$ cat config.mk
export PLATFORM = sky130hd
export DESIGN_NAME = cpu6502_execute_unit
export DESIGN_NICKNAME = d
export VERILOG_FILES = /design/src/hdl/cpu65_pkg.sv /design/src/hdl/cpu65_ram.sv /design/src/hdl/cpu65_alu.sv /design/src/hdl/cpu6502_execute_unit.sv
export SDC_FILE = /design/constraint.sdc
export NUM_CORES = 2
export LEC_CHECK = 0
export BUFFER_PORTS_ARGS = -buffer_cell sky130_fd_sc_hd__buf_4
export CAP_MARGIN = 30
export CORE_MARGIN = 8
export CORE_UTILIZATION = 40
export DETAILED_ROUTE_END_ITERATION = 8
export PLACE_DENSITY = 0.58
export SYNTH_ARGS = -nofsm -noshare
export SYNTH_HDL_FRONTEND = slang
export SYNTH_HIERARCHICAL = 1
export SYNTH_SLANG_ARGS = --single-unit
$ cat constraint.sdc
create_clock -name clk -period 28.4 [get_ports clk]
set_clock_uncertainty 0.2 [all_clocks]
set_input_delay 1.42 -clock clk [delete_from_list [all_inputs] [get_ports clk]]
set_output_delay 1.42 -clock clk [all_outputs]
set_load 0.01 [all_outputs]
$ cat src/hdl/cpu65_pkg.sv
// ----------------------------------------------------------------------------
// cpu65_pkg
// Types, operation codes and flag helpers shared by the 6502 execute unit.
// ----------------------------------------------------------------------------
package cpu65_pkg;

    // Operation codes, mnemonics in alphabetical order.
    localparam logic [5:0] OP_ADC = 6'd0;
    localparam logic [5:0] OP_AND = 6'd1;
    localparam logic [5:0] OP_ASL = 6'd2;
    localparam logic [5:0] OP_BCC = 6'd3;
    localparam logic [5:0] OP_BCS = 6'd4;
    localparam logic [5:0] OP_BEQ = 6'd5;
    localparam logic [5:0] OP_BIT = 6'd6;
    localparam logic [5:0] OP_BMI = 6'd7;
    localparam logic [5:0] OP_BNE = 6'd8;
    localparam logic [5:0] OP_BPL = 6'd9;
    localparam logic [5:0] OP_BRK = 6'd10;
    localparam logic [5:0] OP_BVC = 6'd11;
    localparam logic [5:0] OP_BVS = 6'd12;
    localparam logic [5:0] OP_CLC = 6'd13;
    localparam logic [5:0] OP_CLD = 6'd14;
    localparam logic [5:0] OP_CLI = 6'd15;
    localparam logic [5:0] OP_CLV = 6'd16;
    localparam logic [5:0] OP_CMP = 6'd17;
    localparam logic [5:0] OP_CPX = 6'd18;
    localparam logic [5:0] OP_CPY = 6'd19;
    localparam logic [5:0] OP_DEC = 6'd20;
    localparam logic [5:0] OP_DEX = 6'd21;
    localparam logic [5:0] OP_DEY = 6'd22;
    localparam logic [5:0] OP_EOR = 6'd23;
    localparam logic [5:0] OP_INC = 6'd24;
    localparam logic [5:0] OP_INX = 6'd25;
    localparam logic [5:0] OP_INY = 6'd26;
    localparam logic [5:0] OP_JMP = 6'd27;
    localparam logic [5:0] OP_JSR = 6'd28;
    localparam logic [5:0] OP_LDA = 6'd29;
    localparam logic [5:0] OP_LDX = 6'd30;
    localparam logic [5:0] OP_LDY = 6'd31;
    localparam logic [5:0] OP_LSR = 6'd32;
    localparam logic [5:0] OP_NOP = 6'd33;
    localparam logic [5:0] OP_ORA = 6'd34;
    localparam logic [5:0] OP_PHA = 6'd35;
    localparam logic [5:0] OP_PHP = 6'd36;
    localparam logic [5:0] OP_PLA = 6'd37;
    localparam logic [5:0] OP_PLP = 6'd38;
    localparam logic [5:0] OP_ROL = 6'd39;
    localparam logic [5:0] OP_ROR = 6'd40;
    localparam logic [5:0] OP_RTI = 6'd41;
    localparam logic [5:0] OP_RTS = 6'd42;
    localparam logic [5:0] OP_SBC = 6'd43;
    localparam logic [5:0] OP_SEC = 6'd44;
    localparam logic [5:0] OP_SED = 6'd45;
    localparam logic [5:0] OP_SEI = 6'd46;
    localparam logic [5:0] OP_STA = 6'd47;
    localparam logic [5:0] OP_STX = 6'd48;
    localparam logic [5:0] OP_STY = 6'd49;
    localparam logic [5:0] OP_TAX = 6'd50;
    localparam logic [5:0] OP_TAY = 6'd51;
    localparam logic [5:0] OP_TSX = 6'd52;
    localparam logic [5:0] OP_TXA = 6'd53;
    localparam logic [5:0] OP_TXS = 6'd54;
    localparam logic [5:0] OP_TYA = 6'd55;

    // Bit positions in the seven-bit flag register (N V B D I Z C).
    localparam int FB_C = 0;
    localparam int FB_Z = 1;
    localparam int FB_I = 2;
    localparam int FB_D = 3;
    localparam int FB_B = 4;
    localparam int FB_V = 5;
    localparam int FB_N = 6;

    localparam logic [6:0] FLAGS_RESET = 7'b0000100;
    localparam logic [7:0] SP_RESET    = 8'hFD;
    localparam int         STACK_DEPTH = 256;
    localparam int         STACK_WIDTH = 8;

    typedef logic [6:0] flags_t;

    typedef struct packed {
        logic [5:0]  operation;
        logic [7:0]  operand;
        logic        on_accumulator;
        logic [15:0] target_address;
        logic [15:0] fetched_pc;
    } in_word_t;

    typedef struct packed {
        logic        write_enable;
        logic [15:0] write_address;
        logic [7:0]  write_data;
        logic [7:0]  acc_view;
        logic [7:0]  x_view;
        logic [7:0]  y_view;
        logic [7:0]  status_view;
        logic [7:0]  sp_view;
        logic [15:0] next_pc;
        logic [1:0]  extra_cycles;
    } out_word_t;

    // Architectural effect of one instruction, as seen by the ALU.
    typedef struct packed {
        logic [7:0]  acc;
        logic [7:0]  x;
        logic [7:0]  y;
        logic [7:0]  sp;
        flags_t      flags;
        logic [15:0] npc;
        logic        we;
        logic [7:0]  wd;
        logic [1:0]  extra;
    } exec_t;

    // Status byte as read out: bit 5 always reads one.
    function automatic logic [7:0] status_byte(input flags_t f);
        status_byte = {f[FB_N], f[FB_V], 1'b1, f[FB_B], f[FB_D], f[FB_I], f[FB_Z], f[FB_C]};
    endfunction

    // Status byte as pushed by BRK and PHP: bits 5 and 4 set.
    function automatic logic [7:0] status_push(input flags_t f);
        status_push = {f[FB_N], f[FB_V], 1'b1, 1'b1, f[FB_D], f[FB_I], f[FB_Z], f[FB_C]};
    endfunction

    function automatic flags_t flags_from_byte(input logic [7:0] b);
        flags_from_byte = {b[7], b[6], b[4:0]};
    endfunction

    // Index of the final step of an operation; stack traffic takes one RAM
    // access per cycle while the unit is not stalled.
    function automatic logic [1:0] last_step(input logic [5:0] op);
        case (op)
            OP_BRK:  last_step = 2'd2;
            OP_JSR:  last_step = 2'd1;
            OP_RTI:  last_step = 2'd3;
            OP_RTS:  last_step = 2'd2;
            OP_PLA:  last_step = 2'd1;
            OP_PLP:  last_step = 2'd1;
            default: last_step = 2'd0;
        endcase
    endfunction

endpackage

$ cat src/hdl/cpu65_ram.sv
// ----------------------------------------------------------------------------
// cpu65_ram
// Generic single write port RAM with a registered, enabled read port.
// ----------------------------------------------------------------------------
module cpu65_ram #(
    parameter int WIDTH = 8,
    parameter int DEPTH = 256
) (
    input  logic                     clk,
    input  logic                     we,
    input  logic [$clog2(DEPTH)-1:0] waddr,
    input  logic [WIDTH-1:0]         wdata,
    input  logic                     re,
    input  logic [$clog2(DEPTH)-1:0] raddr,
    output logic [WIDTH-1:0]         rdata
);

    logic [WIDTH-1:0] mem [DEPTH];
    logic [WIDTH-1:0] rdata_reg;

    always_ff @(posedge clk)
    begin
        if (we)
        begin
            mem[waddr] <= wdata;
        end
        if (re)
        begin
            rdata_reg <= mem[raddr];
        end
    end

    assign rdata = rdata_reg;

endmodule

$ cat src/hdl/cpu65_alu.sv
// ----------------------------------------------------------------------------
// cpu65_alu
// Combinational execution of register, flag, branch and non-stack operations.
// ----------------------------------------------------------------------------
module cpu65_alu (
    input  logic [5:0]       op,
    input  logic [7:0]       m,
    input  logic             on_acc,
    input  logic [15:0]      tgt,
    input  logic [15:0]      pc,
    input  logic [7:0]       acc,
    input  logic [7:0]       x,
    input  logic [7:0]       y,
    input  logic [7:0]       sp,
    input  cpu65_pkg::flags_t flags,
    output cpu65_pkg::exec_t  res
);

    logic [8:0]  bin_add;
    logic [8:0]  bin_sub;
    logic [7:0]  nm;
    logic [5:0]  dlo;
    logic [4:0]  dhi0;
    logic [5:0]  dhi;
    logic [4:0]  slo;
    logic [4:0]  shi;
    logic [7:0]  sh_in;
    logic [7:0]  sh_out;
    logic        sh_c;
    logic [7:0]  cmp_r;
    logic [7:0]  diff;
    logic        take;
    logic [15:0] br_pc;
    logic        cin;

    assign cin = flags[cpu65_pkg::FB_C];
    assign nm  = ~m;
    assign bin_add = {1'b0, acc} + {1'b0, m} + {8'd0, cin};
    assign bin_sub = {1'b0, acc} + {1'b0, nm} + {8'd0, cin};
    assign br_pc = pc + {{8{m[7]}}, m};
    assign sh_in = on_acc ? acc : m;

    // Decimal adjust for addition.
    always_comb
    begin
        dlo = {2'b00, acc[3:0]} + {2'b00, m[3:0]} + {5'd0, cin};
        if (dlo > 6'd9)
        begin
            dlo = dlo + 6'd6;
        end
        dhi0 = {1'b0, acc[7:4]} + {1'b0, m[7:4]} + {4'd0, (dlo > 6'd15)};
        dhi  = {1'b0, dhi0};
        if (dhi > 6'd9)
        begin
            dhi = dhi + 6'd6;
        end
    end

    // Decimal adjust for subtraction, modulo 32 per nibble.
    always_comb
    begin
        slo = {1'b0, acc[3:0]} - {1'b0, m[3:0]} - {4'd0, ~cin};
        shi = {1'b0, acc[7:4]} - {1'b0, m[7:4]};
        if (slo[4])
        begin
            slo = slo - 5'd6;
            shi = shi - 5'd1;
        end
        if (shi[4])
        begin
            shi = shi - 5'd6;
        end
    end

    always_comb
    begin
        case (op)
            cpu65_pkg::OP_ASL:
            begin
                sh_c = sh_in[7];
                sh_out = {sh_in[6:0], 1'b0};
            end
            cpu65_pkg::OP_ROL:
            begin
                sh_c = sh_in[7];
                sh_out = {sh_in[6:0], cin};
            end
            cpu65_pkg::OP_ROR:
            begin
                sh_c = sh_in[0];
                sh_out = {cin, sh_in[7:1]};
            end
            default:
            begin
                sh_c = sh_in[0];
                sh_out = {1'b0, sh_in[7:1]};
            end
        endcase
    end

    always_comb
    begin
        case (op)
            cpu65_pkg::OP_CPX: cmp_r = x;
            cpu65_pkg::OP_CPY: cmp_r = y;
            default:           cmp_r = acc;
        endcase
        diff = cmp_r - m;
    end

    always_comb
    begin
        case (op)
            cpu65_pkg::OP_BCC: take = ~flags[cpu65_pkg::FB_C];
            cpu65_pkg::OP_BCS: take =  flags[cpu65_pkg::FB_C];
            cpu65_pkg::OP_BEQ: take =  flags[cpu65_pkg::FB_Z];
            cpu65_pkg::OP_BNE: take = ~flags[cpu65_pkg::FB_Z];
            cpu65_pkg::OP_BMI: take =  flags[cpu65_pkg::FB_N];
            cpu65_pkg::OP_BPL: take = ~flags[cpu65_pkg::FB_N];
            cpu65_pkg::OP_BVS: take =  flags[cpu65_pkg::FB_V];
            cpu65_pkg::OP_BVC: take = ~flags[cpu65_pkg::FB_V];
            default:           take = 1'b0;
        endcase
    end

    always_comb
    begin
        res.acc   = acc;
        res.x     = x;
        res.y     = y;
        res.sp    = sp;
        res.flags = flags;
        res.npc   = pc;
        res.we    = 1'b0;
        res.wd    = 8'd0;
        res.extra = 2'd0;
        case (op)
            cpu65_pkg::OP_ADC:
            begin
                if (flags[cpu65_pkg::FB_D])
                begin
                    res.flags[cpu65_pkg::FB_Z] = (bin_add[7:0] == 8'd0);
                    res.flags[cpu65_pkg::FB_N] = dhi0[3];
                    res.flags[cpu65_pkg::FB_V] = ~(acc[7] ^ m[7]) & (acc[7] ^ dhi0[3]);
                    res.flags[cpu65_pkg::FB_C] = (dhi > 6'd15);
                    res.acc = {dhi[3:0], dlo[3:0]};
                end
                else
                begin
                    res.flags[cpu65_pkg::FB_V] = ~(acc[7] ^ m[7]) & (acc[7] ^ bin_add[7]);
                    res.flags[cpu65_pkg::FB_C] = bin_add[8];
                    res.flags[cpu65_pkg::FB_N] = bin_add[7];
                    res.flags[cpu65_pkg::FB_Z] = (bin_add[7:0] == 8'd0);
                    res.acc = bin_add[7:0];
                end
            end
            cpu65_pkg::OP_SBC:
            begin
                res.flags[cpu65_pkg::FB_V] = ~(acc[7] ^ nm[7]) & (acc[7] ^ bin_sub[7]);
                res.flags[cpu65_pkg::FB_C] = bin_sub[8];
                res.flags[cpu65_pkg::FB_N] = bin_sub[7];
                res.flags[cpu65_pkg::FB_Z] = (bin_sub[7:0] == 8'd0);
                res.acc = flags[cpu65_pkg::FB_D] ? {shi[3:0], slo[3:0]} : bin_sub[7:0];
            end
            cpu65_pkg::OP_AND, cpu65_pkg::OP_ORA, cpu65_pkg::OP_EOR, cpu65_pkg::OP_LDA,
            cpu65_pkg::OP_TXA, cpu65_pkg::OP_TYA:
            begin
                case (op)
                    cpu65_pkg::OP_AND: res.acc = acc & m;
                    cpu65_pkg::OP_ORA: res.acc = acc | m;
                    cpu65_pkg::OP_EOR: res.acc = acc ^ m;
                    cpu65_pkg::OP_TXA: res.acc = x;
                    cpu65_pkg::OP_TYA: res.acc = y;
                    default:           res.acc = m;
                endcase
                res.flags[cpu65_pkg::FB_N] = res.acc[7];
                res.flags[cpu65_pkg::FB_Z] = (res.acc == 8'd0);
            end
            cpu65_pkg::OP_LDX, cpu65_pkg::OP_TAX, cpu65_pkg::OP_TSX, cpu65_pkg::OP_INX,
            cpu65_pkg::OP_DEX:
            begin
                case (op)
                    cpu65_pkg::OP_TAX: res.x = acc;
                    cpu65_pkg::OP_TSX: res.x = sp;
                    cpu65_pkg::OP_INX: res.x = x + 8'd1;
                    cpu65_pkg::OP_DEX: res.x = x - 8'd1;
                    default:           res.x = m;
                endcase
                res.flags[cpu65_pkg::FB_N] = res.x[7];
                res.flags[cpu65_pkg::FB_Z] = (res.x == 8'd0);
            end
            cpu65_pkg::OP_LDY, cpu65_pkg::OP_TAY, cpu65_pkg::OP_INY, cpu65_pkg::OP_DEY:
            begin
                case (op)
                    cpu65_pkg::OP_TAY: res.y = acc;
                    cpu65_pkg::OP_INY: res.y = y + 8'd1;
                    cpu65_pkg::OP_DEY: res.y = y - 8'd1;
                    default:           res.y = m;
                endcase
                res.flags[cpu65_pkg::FB_N] = res.y[7];
                res.flags[cpu65_pkg::FB_Z] = (res.y == 8'd0);
            end
            cpu65_pkg::OP_TXS: res.sp = x;
            cpu65_pkg::OP_BIT:
            begin
                res.flags[cpu65_pkg::FB_N] = m[7];
                res.flags[cpu65_pkg::FB_V] = m[6];
                res.flags[cpu65_pkg::FB_Z] = ((acc & m) == 8'd0);
            end
            cpu65_pkg::OP_CMP, cpu65_pkg::OP_CPX, cpu65_pkg::OP_CPY:
            begin
                res.flags[cpu65_pkg::FB_N] = diff[7];
                res.flags[cpu65_pkg::FB_Z] = (diff == 8'd0);
                res.flags[cpu65_pkg::FB_C] = (cmp_r >= m);
            end
            cpu65_pkg::OP_INC, cpu65_pkg::OP_DEC:
            begin
                res.wd = (op == cpu65_pkg::OP_INC) ? m + 8'd1 : m - 8'd1;
                res.we = 1'b1;
                res.flags[cpu65_pkg::FB_N] = res.wd[7];
                res.flags[cpu65_pkg::FB_Z] = (res.wd == 8'd0);
            end
            cpu65_pkg::OP_ASL, cpu65_pkg::OP_LSR, cpu65_pkg::OP_ROL, cpu65_pkg::OP_ROR:
            begin
                res.flags[cpu65_pkg::FB_C] = sh_c;
                res.flags[cpu65_pkg::FB_N] = sh_out[7];
                res.flags[cpu65_pkg::FB_Z] = (sh_out == 8'd0);
                if (on_acc)
                begin
                    res.acc = sh_out;
                end
                else
                begin
                    res.we = 1'b1;
                    res.wd = sh_out;
                end
            end
            cpu65_pkg::OP_STA:
            begin
                res.we = 1'b1;
                res.wd = acc;
            end
            cpu65_pkg::OP_STX:
            begin
                res.we = 1'b1;
                res.wd = x;
            end
            cpu65_pkg::OP_STY:
            begin
                res.we = 1'b1;
                res.wd = y;
            end
            cpu65_pkg::OP_CLC: res.flags[cpu65_pkg::FB_C] = 1'b0;
            cpu65_pkg::OP_CLD: res.flags[cpu65_pkg::FB_D] = 1'b0;
            cpu65_pkg::OP_CLI: res.flags[cpu65_pkg::FB_I] = 1'b0;
            cpu65_pkg::OP_CLV: res.flags[cpu65_pkg::FB_V] = 1'b0;
            cpu65_pkg::OP_SEC: res.flags[cpu65_pkg::FB_C] = 1'b1;
            cpu65_pkg::OP_SED: res.flags[cpu65_pkg::FB_D] = 1'b1;
            cpu65_pkg::OP_SEI: res.flags[cpu65_pkg::FB_I] = 1'b1;
            cpu65_pkg::OP_JMP: res.npc = tgt;
            default:
            begin
                if (take)
                begin
                    res.npc = br_pc;
                    res.extra = (br_pc[15:8] != pc[15:8]) ? 2'd2 : 2'd1;
                end
            end
        endcase
    end

endmodule

$ cat src/hdl/cpu6502_execute_unit.sv
// ----------------------------------------------------------------------------
// cpu6502_execute_unit
// Executes one decoded 6502 instruction per input word and returns its effect.
// ----------------------------------------------------------------------------
//
//   Channel | Ports                          | Word
//   --------+--------------------------------+-----------------------------
//   input   | in_valid, in_ready, in_data    | decoded instruction
//   output  | out_valid, out_ready, out_data | write request, registers, PC
//
// An accepted word sits in the input register; its result is written to the
// output register when the instruction finishes and the output is free. For
// most instructions a new word is accepted every cycle while the output is
// not stalled. Stack instructions make at most one access to the stack page
// RAM per cycle while not stalled, and take no new word until their last
// step; a pull waits for the registered read of the RAM.
// Reset clears A, X and Y, sets SP to 0xFD and leaves only I set. The stack
// page is not cleared. A stalled output holds its word and also holds the
// instruction in the input register; nothing is lost or repeated.
// ----------------------------------------------------------------------------
module cpu6502_execute_unit (
    input  logic                 clk,
    input  logic                 rst_n,
    input  logic                 in_valid,
    output logic                 in_ready,
    input  cpu65_pkg::in_word_t  in_data,
    output logic                 out_valid,
    input  logic                 out_ready,
    output cpu65_pkg::out_word_t out_data
);

    // Input register.
    logic                in_valid_reg;
    cpu65_pkg::in_word_t in_reg;

    // Architectural state.
    logic [7:0]        acc_reg;
    logic [7:0]        x_reg;
    logic [7:0]        y_reg;
    logic [7:0]        sp_reg;
    cpu65_pkg::flags_t flags_reg;

    // Stack sequencing.
    logic [1:0] step_reg;
    logic [7:0] lo_reg;
    logic [7:0] lo_next;

    // Output register.
    logic                 out_valid_reg;
    cpu65_pkg::out_word_t out_reg;

    cpu65_pkg::exec_t alu_res;
    cpu65_pkg::exec_t nx;
    logic             out_free;
    logic             advance;
    logic             finish;
    logic [1:0]       last;
    logic             mem_we;
    logic [7:0]       mem_wd;
    logic             mem_re;
    logic [7:0]       mem_rdata;
    logic [15:0]      jsr_ret;

    cpu65_alu u_alu (
        .op     (in_reg.operation),
        .m      (in_reg.operand),
        .on_acc (in_reg.on_accumulator),
        .tgt    (in_reg.target_address),
        .pc     (in_reg.fetched_pc),
        .acc    (acc_reg),
        .x      (x_reg),
        .y      (y_reg),
        .sp     (sp_reg),
        .flags  (flags_reg),
        .res    (alu_res)
    );

    // Pushes write at SP; pulls read at SP plus one, issued in the same cycle
    // as the increment.
    cpu65_ram #(
        .WIDTH (cpu65_pkg::STACK_WIDTH),
        .DEPTH (cpu65_pkg::STACK_DEPTH)
    ) u_stack (
        .clk   (clk),
        .we    (mem_we),
        .waddr (sp_reg),
        .wdata (mem_wd),
        .re    (mem_re),
        .raddr (sp_reg + 8'd1),
        .rdata (mem_rdata)
    );

    assign out_free = !out_valid_reg || out_ready;
    assign advance  = in_valid_reg && out_free;
    assign last     = cpu65_pkg::last_step(in_reg.operation);
    assign finish   = advance && (step_reg == last);
    assign in_ready = !in_valid_reg || finish;
    assign jsr_ret  = in_reg.fetched_pc - 16'd1;

    // Next state for the current cycle: the ALU result, overridden by the
    // stack instructions one RAM access at a time.
    always_comb
    begin
        nx      = alu_res;
        mem_we  = 1'b0;
        mem_wd  = 8'd0;
        mem_re  = 1'b0;
        lo_next = lo_reg;
        case (in_reg.operation)
            cpu65_pkg::OP_BRK:
            begin
                mem_we = advance;
                case (step_reg)
                    2'd0:    mem_wd = in_reg.fetched_pc[15:8];
                    2'd1:    mem_wd = in_reg.fetched_pc[7:0];
                    default: mem_wd = cpu65_pkg::status_push(flags_reg);
                endcase
                nx.sp = sp_reg - 8'd1;
                nx.flags[cpu65_pkg::FB_B] = 1'b1;
                nx.npc = in_reg.target_address;
            end
            cpu65_pkg::OP_JSR:
            begin
                mem_we = advance;
                mem_wd = (step_reg == 2'd0) ? jsr_ret[15:8] : jsr_ret[7:0];
                nx.sp  = sp_reg - 8'd1;
                nx.npc = in_reg.target_address;
            end
            cpu65_pkg::OP_PHA:
            begin
                mem_we = advance;
                mem_wd = acc_reg;
                nx.sp  = sp_reg - 8'd1;
            end
            cpu65_pkg::OP_PHP:
            begin
                mem_we = advance;
                mem_wd = cpu65_pkg::status_push(flags_reg);
                nx.sp  = sp_reg - 8'd1;
            end
            cpu65_pkg::OP_PLA:
            begin
                if (step_reg == 2'd0)
                begin
                    mem_re = advance;
                    nx.sp  = sp_reg + 8'd1;
                end
                else
                begin
                    nx.acc = mem_rdata;
                    nx.flags[cpu65_pkg::FB_N] = mem_rdata[7];
                    nx.flags[cpu65_pkg::FB_Z] = (mem_rdata == 8'd0);
                end
            end
            cpu65_pkg::OP_PLP:
            begin
                if (step_reg == 2'd0)
                begin
                    mem_re = advance;
                    nx.sp  = sp_reg + 8'd1;
                end
                else
                begin
                    nx.flags = cpu65_pkg::flags_from_byte(mem_rdata);
                end
            end
            cpu65_pkg::OP_RTI:
            begin
                // Status, then PC low, then PC high.
                if (step_reg != 2'd3)
                begin
                    mem_re = advance;
                    nx.sp  = sp_reg + 8'd1;
                end
                if (step_reg == 2'd1)
                begin
                    nx.flags = cpu65_pkg::flags_from_byte(mem_rdata);
                end
                if (step_reg == 2'd2)
                begin
                    lo_next = mem_rdata;
                end
                nx.npc = {mem_rdata, lo_reg};
            end
            cpu65_pkg::OP_RTS:
            begin
                if (step_reg != 2'd2)
                begin
                    mem_re = advance;
                    nx.sp  = sp_reg + 8'd1;
                end
                if (step_reg == 2'd1)
                begin
                    lo_next = mem_rdata;
                end
                nx.npc = {mem_rdata, lo_reg} + 16'd1;
            end
            default:
            begin
            end
        endcase
    end

    always_ff @(posedge clk or negedge rst_n)
    begin
        if (!rst_n)
        begin
            in_valid_reg  <= 1'b0;
            out_valid_reg <= 1'b0;
            step_reg      <= 2'd0;
            acc_reg       <= 8'd0;
            x_reg         <= 8'd0;
            y_reg         <= 8'd0;
            sp_reg        <= cpu65_pkg::SP_RESET;
            flags_reg     <= cpu65_pkg::FLAGS_RESET;
        end
        else
        begin
            if (in_ready)
            begin
                in_valid_reg <= in_valid;
            end
            if (advance)
            begin
                acc_reg   <= nx.acc;
                x_reg     <= nx.x;
                y_reg     <= nx.y;
                sp_reg    <= nx.sp;
                flags_reg <= nx.flags;
                step_reg  <= finish ? 2'd0 : step_reg + 2'd1;
            end
            if (finish)
            begin
                out_valid_reg <= 1'b1;
            end
            else if (out_ready)
            begin
                out_valid_reg <= 1'b0;
            end
        end
    end

    always_ff @(posedge clk)
    begin
        if (in_ready && in_valid)
        begin
            in_reg <= in_data;
        end
        if (advance)
        begin
            lo_reg <= lo_next;
        end
        if (finish)
        begin
            out_reg.write_enable  <= nx.we;
            out_reg.write_address <= nx.we ? in_reg.target_address : 16'd0;
            out_reg.write_data    <= nx.we ? nx.wd : 8'd0;
            out_reg.acc_view      <= nx.acc;
            out_reg.x_view        <= nx.x;
            out_reg.y_view        <= nx.y;
            out_reg.status_view   <= cpu65_pkg::status_byte(nx.flags);
            out_reg.sp_view       <= nx.sp;
            out_reg.next_pc       <= nx.npc;
            out_reg.extra_cycles  <= nx.extra;
        end
    end

    assign out_valid = out_valid_reg;
    assign out_data  = out_reg;

endmodule

==> metrics.md <==
| Metric | Value |
|---|---|
| Run status | `finished, final reports clean` |
| Hold WS | `0.373 ns` |
| IO buf count | `between 100 and 150` |
| Slew @ Worst Pin | `1.16 ns` |
| R2R Setup Slk | `21.62 ns` |
| Setup violators final | `0` |
| Sequential share of the synthesized area | `70.7%` |
| Vias/cell | `~6` |
| HPWL Detailed | `~160000 µm` |
| Sink Count | `about 2200` |
| CTS buffer count | `~230` |
| Routability cong. | `around 0.91` |
| IO Count | `~140` |
| Setup Buffers After CTS | `0` |
| Final instance area | `approximately 110000 µm²` |
| Final core utilization | `between 40% and 50%` |
| Fill cell count | `just over 20000` |
| RSZ-0062 raised after global routing | `false` |
| Grt ovf | `0` |
| Warning count from the yosys run | `6` |
| Storage cell area | `66900 µm²` |
| Min-delay worst type | `in -> async` |
| CP startpoint kind | `register` |
| Commonest cells after routing, fill and taps aside | `edfxtp_1 (2193), mux4_2 (459), nor2_1 (418), buf_4 (276), nand2_1 (243)` |
| Post-synth EDFFs | `between 2000 and 2500` |
| Post-cts resize count | `0` |
| # DRC | `0` |
| Drt wl/cell | `around 29 µm` |
| Worst skew pair latency | `0.87 ns` |
| Syn nets | `approximately 5600` |
| Max cap viols | `0` |
| Gr usage total | `between 20% and 30%` |
| Vias | `between 50000 and 60000` |
| Reg2reg start | `sp_reg[0]` |
| Synth async-reset ratio | `1.92%` |
| Fin nets | `between 5000 and 6000` |
| Ys flop type | `edfxtp_1` |
| Synthesized cell area | `approximately 95000 µm²` |
| Category of the most critical setup path | `reg -> reg` |
| Vias in the first global route | `about 53000` |
| Die W | `approximately 500 µm` |
| DRT Pass-1 Iters | `8` |
| CTS H-Tree Depth | `4` |
| Cell variety after synth | `approximately 100` |
| Share of layout cells above drive strength 1 | `roughly a fifth` |
| Die Ht | `between 500 and 600 µm` |
| Hold Buf Count CTS | `0` |
| Initial antenna violation count | `11` |
| Root buffer cell | `clkbuf_16` |
| Crit path required time | `28.78 ns` |
| Crit-path max FO | `54` |
| Slew headroom | `between 20% and 30%` |
| Placed inst area | `about 99000 µm²` |
| Antenna-violating nets left | `0` |
| FF-to-FF path depth | `11` |
| First-pass GRT wire length | `approximately 380000 µm` |
| R2r endpoint | `u_stack/rdata[3]` |
| Leak pwr | `around 36 nW` |
| Commonest non-fill, non-tap cell in the layout | `edfxtp_1` |
| Synth-to-Final Area Change | `12.9%` |
| Synth Register Bits | `2236` |
| Gate Count Post-Synth | `about 5400` |
| Area of the multi-input gates | `25900 µm²` |
| Crit path time final | `around 6.8 ns` |
| Worst-path clk slew | `approximately 0.060 ns` |
| Placeable Area | `235000 µm²` |
| Slew Limit Fails | `0` |
| Pwr Total | `around 11 mW` |
| Syn Area/Cell | `around 17 µm²` |
| TritonCTS clock tree | `built` |
| Final period util | `about a quarter` |
| PwrDens | `between 90 and 100 nW/µm²` |
| Iter 0 DRT Violations | `slightly below 6000` |
| Post-route setup TNS | `0 ns` |
| Max reg flops | `2048` |
| Peak supply drop | `between 0.09 and 0.1 mV` |
| Pin count of the biggest net entering global routing | `207` |
| Die ar. | `approximately 250000 µm²` |
| Row cnt | `approximately 180` |
| CP Data Arrival Time | `a little over 7 ns` |
| Deepest clock path buffer count | `3` |
| Crit. End Element | `register` |
| Starting Density | `between 40% and 50%` |
| Total wire length | `263000 µm` |
| Final Hold Vio Count | `0` |
| FMAX | `148 MHz` |
-- cells by family (layout without fill, tap and decap cells) --
kind of cell	Yosys count	in the layout	share of synthesized area [%]
DFF	2236	2236	70.7
and+or+nand+nor	1082	1082	5.39
AOI/OAI and AO/OA	875	875	6.47
muxes	648	648	13.0
buffers and inverters	396	794	2.23
adders and majority gates	96	96	1.36
xor gates and xnor gates	86	86	0.810
other	1	6	0.00396
-- layer usage --
metal	vias up	part of all wire, %	track usage [%]
li1	22462	-	-
met1	27870	41	28.4
met2	2582	47	32.0
met3	524	8.3	3.49
met4	2	3.7	7.22
met5	-	0.0042	0
-- through the flow --
stage,std cells,worst slack [ns]
global placement,8501,21.42
detailed placement,8532,21.55
global route,8969,21.36
floorplan,5420,14.21
CTS,8955,21.50
finish,8973,21.62
-- worst max-delay path, stage by stage, from the launching register on --
cell	delay [ns]
dfstp_2	0.80
inv_8	0.27
ha_4	0.82
buf_4	0.81
buf_4	0.69
buf_4	0.64
mux4_2	0.40
a22o_1	0.25
a221oi_1	0.41
o221ai_1	0.34
a211oi_1	0.62
nor4_1	0.09
-- layout make-up --
| cell class | count | area share, % |
|---|---|---|
| Antenna cell | 5 | 0.0117 |
| Clock inverter | 147 | 1.26 |
| Multi-Input combinational cell | 2788 | 24.2 |
| Tap cell | 3150 | 3.69 |
| Sequential cell | 2236 | 62.7 |
| Timing Repair Buffer | 303 | 2.40 |
| Clock buffer | 276 | 5.53 |
| Inverter | 68 | 0.246 |
-- synth_stat cells (12+ instances only) --
cell         n  area share (%)
a211oi_1    32            0.25
a21o_1      17            0.13
a21oi_1    201             1.1
a221oi_1    31            0.29
a222oi_1    13            0.14
a22o_1      28            0.26
a22oi_1    173             1.4
a31oi_1     19            0.13
and2_1      40            0.26
buf_1       29            0.12
buf_2       51            0.27
buf_4       30            0.24
buf_6       22            0.26
buf_8       13            0.21
clkbuf_1   174            0.69
dfrtp_1     35            0.93
edfxtp_1  2193              70
fa_1        12            0.25
ha_1        83             1.1
inv_1       67            0.27
mux2_2      39            0.46
mux2i_1    148             1.6
mux4_2     459              11
nand2_1    243            0.96
nand2b_1    29            0.19
nand3_1     69            0.36
nand4_1     27            0.18
nor2_1     422             1.7
nor2b_1     49            0.32
nor3_1      56            0.30
nor4_1      42            0.28
o211ai_1    27            0.21
o21a_1      14            0.11
o21ai_0    104            0.55
o221ai_1    50            0.46
o22ai_1     38            0.25
or3_1       20            0.13
xnor2_1     43            0.40
xor2_1      42            0.39
-- worst max path at each step --
stage          startpoint           endpoint  slack [ns]
6_report        sp_reg[0]   u_stack/rdata[3]       21.62
5_1_grt         sp_reg[0]   u_stack/rdata[3]       21.36
4_1_cts         sp_reg[0]   u_stack/rdata[3]       21.50
3_5_place_dp    sp_reg[0]   u_stack/rdata[3]       21.55
3_3_place_gp    sp_reg[0]   u_stack/rdata[3]       21.42
2_1_floorplan   in_reg[3]  u_stack/mem[0][6]       14.21
-- power breakdown --
part	switching [mW]	total (mW)	internal (mW)	leakage, nW
Sequential	0.140	3.99	3.84	21.2
Clock	1.26	2.91	1.64	3.53
Combinational	2.34	3.72	1.38	10.8
Total	3.74	10.6	6.87	35.5
(Power assumes the default switching activity.)
